--- src/rtl/core/dfq_pkg.sv ---
// Package for the deferred-reuse free page queue.
// Holds sizes, operation and status codes, and the item and memory request types.
// Has no dependencies; dfq_ctrl, the top and the testbench files import it.
package dfq_pkg;

   // Sizes of each queue and of the stored fields
   localparam int QUEUE_DEPTH = 1024;
   localparam int TID_BITS    = 48;
   localparam int PAGE_BITS   = 32;
   localparam int IDX_W       = $clog2(QUEUE_DEPTH);
   localparam int CNT_W       = $clog2(QUEUE_DEPTH + 1);
   localparam int ADDR_W      = IDX_W + 1;
   localparam int MEM_DEPTH   = 2 * (2 ** IDX_W);

   typedef logic [1:0]           func_type;
   typedef logic [1:0]           status_type;
   typedef logic [PAGE_BITS-1:0] page_type;
   typedef logic [TID_BITS-1:0]  tid_type;
   typedef logic [IDX_W-1:0]     idx_type;
   typedef logic [CNT_W-1:0]     cnt_type;

   // Operation codes
   localparam func_type FN_INSERT = 2'd0;
   localparam func_type FN_ALLOC  = 2'd1;
   localparam func_type FN_DRAIN  = 2'd2;

   // Result status codes
   localparam status_type STAT_OK    = 2'd0;
   localparam status_type STAT_EMPTY = 2'd1;
   localparam status_type STAT_NYS   = 2'd2;
   localparam status_type STAT_FULL  = 2'd3;

   typedef struct packed {
      func_type func;
      logic     pool;
      page_type page_number;
      tid_type  free_tid;
      tid_type  safe_tid;
   } req_type;

   typedef struct packed {
      page_type   out_page;
      tid_type    out_tid;
      status_type status;
      cnt_type    occupancy;
   } rsp_type;

   // One access to the entry memories: address is {pool, slot}
   typedef struct packed {
      logic              wr_en;
      logic              rd_en;
      logic [ADDR_W-1:0] addr;
   } mem_req_type;

endpackage

--- src/rtl/core/dfq_ctrl.sv ---
// Queue controller: head and fill registers per pool, operation sequencing,
// memory requests and the result register. Depends on dfq_pkg.
module dfq_ctrl (
   input  logic                 clock,
   input  logic                 reset,
   input  logic                 req_valid,
   output logic                 req_stall,
   input  dfq_pkg::req_type     req_data,
   output logic                 rsp_valid,
   input  logic                 rsp_stall,
   output dfq_pkg::rsp_type     rsp_data,
   output dfq_pkg::mem_req_type mem_req,
   output dfq_pkg::page_type    mem_wr_page,
   output dfq_pkg::tid_type     mem_wr_tid,
   input  dfq_pkg::page_type    mem_rd_page,
   input  dfq_pkg::tid_type     mem_rd_tid
);
   import dfq_pkg::*;

   localparam int SUM_W = CNT_W + 1;

   typedef enum logic [1:0] {
      ST_IDLE = 2'b01,
      ST_READ = 2'b10
   } state_type;

   state_type  state_ff, state_in;
   idx_type    head_ff [2];
   idx_type    head_in [2];
   cnt_type    cnt_ff [2];
   cnt_type    cnt_in [2];
   func_type   op_ff, op_in;
   logic       pool_ff, pool_in;
   tid_type    safe_ff, safe_in;
   logic       rsp_valid_ff, rsp_valid_in;
   rsp_type    rsp_ff, rsp_in;

   logic             accept;
   logic             load;
   rsp_type          res;
   idx_type          head_sel;
   cnt_type          cnt_sel;
   idx_type          head_dec;
   logic [SUM_W-1:0] tail_sum;
   idx_type          tail_idx;
   idx_type          head_cur;
   cnt_type          cnt_cur;
   idx_type          head_inc;

   // Stall while a pop waits on memory or the result register is held
   assign req_stall = (state_ff != ST_IDLE) || (rsp_valid_ff && rsp_stall);
   assign accept    = req_valid && !req_stall;

   // Slot arithmetic for the incoming item
   always_comb begin
      head_sel = head_ff[req_data.pool];
      cnt_sel  = cnt_ff[req_data.pool];
      head_dec = (head_sel == '0) ? IDX_W'(QUEUE_DEPTH - 1) : head_sel - IDX_W'(1);
      tail_sum = SUM_W'(head_sel) + SUM_W'(cnt_sel);
      tail_idx = (tail_sum >= SUM_W'(QUEUE_DEPTH)) ?
                 IDX_W'(tail_sum - SUM_W'(QUEUE_DEPTH)) : IDX_W'(tail_sum);
   end

   // Slot arithmetic for the pop in flight
   always_comb begin
      head_cur = head_ff[pool_ff];
      cnt_cur  = cnt_ff[pool_ff];
      head_inc = (head_cur == IDX_W'(QUEUE_DEPTH - 1)) ? '0 : head_cur + IDX_W'(1);
   end

   assign mem_wr_page = req_data.page_number;
   assign mem_wr_tid  = req_data.free_tid;

   // Sequence operations
   always_comb begin
      state_in = state_ff;
      head_in  = head_ff;
      cnt_in   = cnt_ff;
      op_in    = op_ff;
      pool_in  = pool_ff;
      safe_in  = safe_ff;
      mem_req  = '0;
      load     = 1'b0;
      res      = '0;

      unique case (state_ff)
         ST_IDLE: begin
            if (accept) begin
               priority if (req_data.func == FN_INSERT) begin
                  load          = 1'b1;
                  res.occupancy = cnt_sel;
                  if (cnt_sel == CNT_W'(QUEUE_DEPTH)) begin
                     res.status = STAT_FULL;
                  end else begin
                     mem_req.wr_en = 1'b1;
                     if (req_data.free_tid == '0) begin
                        // reusable at once: push at the front
                        mem_req.addr            = {req_data.pool, head_dec};
                        head_in[req_data.pool] = head_dec;
                     end else begin
                        mem_req.addr = {req_data.pool, tail_idx};
                     end
                     cnt_in[req_data.pool] = cnt_sel + CNT_W'(1);
                     res.occupancy         = cnt_sel + CNT_W'(1);
                  end
               end else if (req_data.func == FN_ALLOC || req_data.func == FN_DRAIN) begin
                  if (cnt_sel == '0) begin
                     load       = 1'b1;
                     res.status = STAT_EMPTY;
                  end else begin
                     // fetch the front entry
                     mem_req.rd_en = 1'b1;
                     mem_req.addr  = {req_data.pool, head_sel};
                     op_in         = req_data.func;
                     pool_in       = req_data.pool;
                     safe_in       = req_data.safe_tid;
                     state_in      = ST_READ;
                  end
               end else begin
                  load          = 1'b1;
                  res.occupancy = cnt_sel;
               end
            end
         end
         ST_READ: begin
            load     = 1'b1;
            state_in = ST_IDLE;
            if (op_ff == FN_ALLOC && mem_rd_tid > safe_ff) begin
               res.status    = STAT_NYS;
               res.occupancy = cnt_cur;
            end else begin
               res.out_page     = mem_rd_page;
               res.out_tid      = mem_rd_tid;
               head_in[pool_ff] = head_inc;
               cnt_in[pool_ff]  = cnt_cur - CNT_W'(1);
               res.occupancy    = cnt_cur - CNT_W'(1);
            end
         end
         default: begin
            state_in = ST_IDLE;
         end
      endcase
   end

   // Hold the result until taken
   always_comb begin
      if (load) begin
         rsp_valid_in = 1'b1;
         rsp_in       = res;
      end else begin
         rsp_valid_in = rsp_valid_ff && rsp_stall;
         rsp_in       = rsp_ff;
      end
   end

   always_ff @(posedge clock) begin
      if (reset) begin
         state_ff     <= ST_IDLE;
         head_ff      <= '{default: '0};
         cnt_ff       <= '{default: '0};
         rsp_valid_ff <= 1'b0;
      end else begin
         state_ff     <= state_in;
         head_ff      <= head_in;
         cnt_ff       <= cnt_in;
         rsp_valid_ff <= rsp_valid_in;
      end
   end

   always_ff @(posedge clock) begin
      op_ff   <= op_in;
      pool_ff <= pool_in;
      safe_ff <= safe_in;
      rsp_ff  <= rsp_in;
   end

   assign rsp_valid = rsp_valid_ff;
   assign rsp_data  = rsp_ff;

endmodule

--- config.mk ---
export PLATFORM = sky130hd
export DESIGN_NAME = dfq_ctrl
export DESIGN_NICKNAME = d
export VERILOG_FILES = /design/src/rtl/core/dfq_pkg.sv /design/src/rtl/core/dfq_ctrl.sv
export SDC_FILE = /design/constraint.sdc
export NUM_CORES = 1
export LEC_CHECK = 0
export ABC_AREA = 1
export ABC_CLOCK_PERIOD_IN_PS = 18200
export BUFFER_PORTS_ARGS = -buffer_cell sky130_fd_sc_hd__clkbuf_2
export CORE_ASPECT_RATIO = 0.5
export CORE_MARGIN = 8
export CORE_UTILIZATION = 45
export CTS_CLUSTER_DIAMETER = 30
export DETAILED_ROUTE_END_ITERATION = 16
export GPL_ROUTABILITY_DRIVEN = 0
export PLACE_DENSITY = 0.73
export SYNTH_ARGS = -nofsm -noshare
export SYNTH_HDL_FRONTEND = slang
export SYNTH_SLANG_ARGS = --single-unit
--- constraint.sdc ---
create_clock -name clock -period 18.2 [get_ports clock]
set_input_delay 1.82 -clock clock [delete_from_list [all_inputs] [get_ports clock]]
set_output_delay 1.82 -clock clock [all_outputs]
set_load 0.01 [all_outputs]
==> out/summary.txt <==
sequential area share after synthesis: 44.5%
top-area cell type share of the netlist area: 36.9%
Final Hold Fails: 0
Post-synth EDFFs: 144
area grow syn2layout: 16.3%
clk buf depth: 2
GR Overflow Total: 0
Initial Util: 46.2%
Primary FF master, synth: edfxtp_1
num rows: 41
residual DRC count: 0
postcts setup bufs: 0
Hold EP: state_ff[1]
syn nets: 1729
Tightest Pin Transition: 1.11 ns
Placed Area: 0.0131 mm²
DR vias/cell: 4.82
Hold Path Class: flip-flop to flip-flop
setup_tns: 0 ns
hold_sp: state_ff[1]
Core Region: 0.0254 mm²
period utilization: 35.2%
clock latency on the worst-skew pair: 0.45 ns
async set-reset flop share out of synthesis: 0%
Top Ports: 403
Yosys top cell by area: edfxtp_1
leakage power: 7.08 nW
clock net sink count: 189
Layout fillers: 2409
crit path launch type: primary input
Reg-to-Reg End: rsp_data[91]
unrepaired setup endpoints after global routing: false
Mapped Cells: 1448
crit-path max FO: 45
drt first pass iters: 5
Max VDD drop: 0.0563 mV
library cells used by synthesis: 46
H-tree depth: 4
Worst Reg2Reg Path Length in Cells: 11
area of the multi-input gates: 0.00466 mm²
total CTS buffers: 17
post-synthesis area per instance: 8.10 µm²
initial DRC count: 698
Post-Route WL: 32200 µm
die height: 130 µm
Post-synth top cells: nand2_1 (275), inv_1 (258), nor2_1 (224)
antenna violations before repair: 2
first-pass GRT wire length: 50200 µm
Worst slew margin: 25.8%
Crit Path Class: primary input to primary output
pin count of the biggest net entering global routing: 63
Finished Cell Area: 0.0136 mm²
CP Capture Type: primary output
Max Slew Vio Count: 0
outcome: finished, final reports clean
arrival time worst endpoint: 4.59 ns
Worst R2R Setup Slack: 14.72 ns
fmax: 156 MHz
Hold Crit Depth: 1
Synth Cell Area: 0.0117 mm²
CTS resizes: 0
share of cells above drive strength 1: 24.6%
PwrDens: 90.0 mW/mm²
PortBufs: 338
Layout Nets: 1972
HPWL Detailed: 25100 µm
FF-to-FF Start: cnt_ff[11]
vias in the first global route: 9545
WP data required: 16.38 ns
Final Critical Period: 6.41 ns
clock skew: 0.0122 ns
total track usage: 19.9%
CTS tree: yes
CP Launch Point: req_data[128]
Synth warnings: 0
root buffer cell: clkbuf_16
Yosys reg bits: 189
Wirelength per Cell: 15.7 µm
Die X: 244 µm
Reg area: 0.00523 mm²
Setup-failing EPs final: 0
leading cell type by number of instances after synthesis: nand2_1
DRT antenna net count: 0
hold_buf cts: 0
Clk pin slew, worst setup/hold paths: 0.07 ns
die area: 0.0318 mm²
Synth area leaders: edfxtp_1 (37%), nand2_1 (8.8%), inv_1 (8.3%)
max_cap viols: 0
via count: 9877
## report_power, final
part           internal, mW  leakage, nW  total [mW]  switching (mW)
Clock                 0.193        0.282       0.367           0.174
Sequential            0.524         1.72       0.540          0.0166
Combinational         0.110         5.08       0.321           0.211
## worst max path at each step
stage,endpoint,slack (ns),cells past startpoint
floorplan,rsp_data[0],10.12,5
CTS,mem_req[6],11.80,17
global route,mem_req[6],11.51,17
detailed placement,mem_req[6],11.81,17
finish,mem_req[6],11.79,17
global placement,mem_req[6],11.87,17
## cell families (layout without fill, tap and decap cells)
logic type	after synthesis	after routing	share of synthesized area [%]
XOR/XNOR	29	29	2.29
adder cells (fa/ha/maj)	66	66	7.10
buffers and inverters	391	647	15.9
flip-flops	189	189	44.5
AND/OR/NAND/NOR	587	587	20.6
other	0	2	0
AO/OA/AOI/OAI	186	186	9.51
## sequential cells by signal, indices dropped and copies added (netlist names)
register   count
op_ff          2
pool_ff        1
rsp_valid      1
cnt_ff        22
rsp_data      93
head_ff       20
state_ff       2
safe_ff       48
## routing by layer
layer / vias up / global-route usage (%) / routed length (µm) / share of wire [%]
met3: 43 / 5.00 / 1860 / 5.8
met5: - / 0 / 0 / 0
li1: 5048 / - / - / -
met1: 4482 / 24.1 / 13600 / 42
met4: 0 / 5.79 / 538 / 1.7
met2: 304 / 35.0 / 16200 / 50
## through the flow
stage	setup WS [ns]	hold WS (ns)	power [mW]	util (%)	instances
final	11.79	0.504	1.23	53.7	2050
after CTS	11.80	0.510	1.24	53.7	2048
after global placement	11.87	0.487	0.865	51.5	2016
after global routing	11.51	0.545	1.30	53.7	2050
after floorplan	10.12	0.467	0.781	-	1448
after detailed placement	11.81	0.493	0.870	51.5	2016
## layout make-up
type | instances | area share (%)
sequential | 189 | 38.3
multi-input combinational | 868 | 34.2
timing repair buffer | 344 | 12.7
inverter | 271 | 7.46
clock buffer | 19 | 3.17
tap | 344 | 3.15
clock inverter | 13 | 0.981
antenna | 2 | 0.0367
## worst max-delay path, cell delays in order
cell and delay (ns):
clkbuf_2 0.08, buf_4 0.47, nand2_1 0.13, o21ai_2 0.14
ha_1 0.26, inv_1 0.07, fa_1 0.38, nor2_1 0.14
o21ai_0 0.09, nand2_1 0.12, a21oi_1 0.08, o21ai_0 0.20
xor2_1 0.17, nand2_1 0.07, o211ai_1 0.10, o21ai_1 0.11
clkbuf_2 0.14
## placed cells by master (no fill, tap or decap), types with 3 or more instances in the layout
| cell type | n |
|---|---|
| clkbuf_2 | 338 |
| nand2_1 | 275 |
| inv_1 | 258 |
| nor2_1 | 223 |
| edfxtp_1 | 144 |
| ha_1 | 65 |
| dfxtp_1 | 45 |
| o21ai_0 | 43 |
| a21oi_1 | 38 |
| o22ai_1 | 37 |
| nand3_1 | 32 |
| o21ai_1 | 26 |
| xor2_1 | 22 |
| nand4_1 | 17 |
| clkbuf_16 | 17 |
| o21ai_2 | 14 |
| nor4_1 | 10 |
| o211ai_1 | 10 |
| o21a_1 | 8 |
| inv_2 | 7 |
| nor3_1 | 7 |
| clkinv_1 | 7 |
| buf_4 | 6 |
| nand2_2 | 5 |
| xnor2_1 | 5 |
| nor2_2 | 5 |
| nand3_2 | 4 |
| o21ai_4 | 3 |
| inv_8 | 3 |
| clkinv_2 | 3 |
| inv_6 | 3 |
No activity file was read; power rests on OpenSTA's default activity.
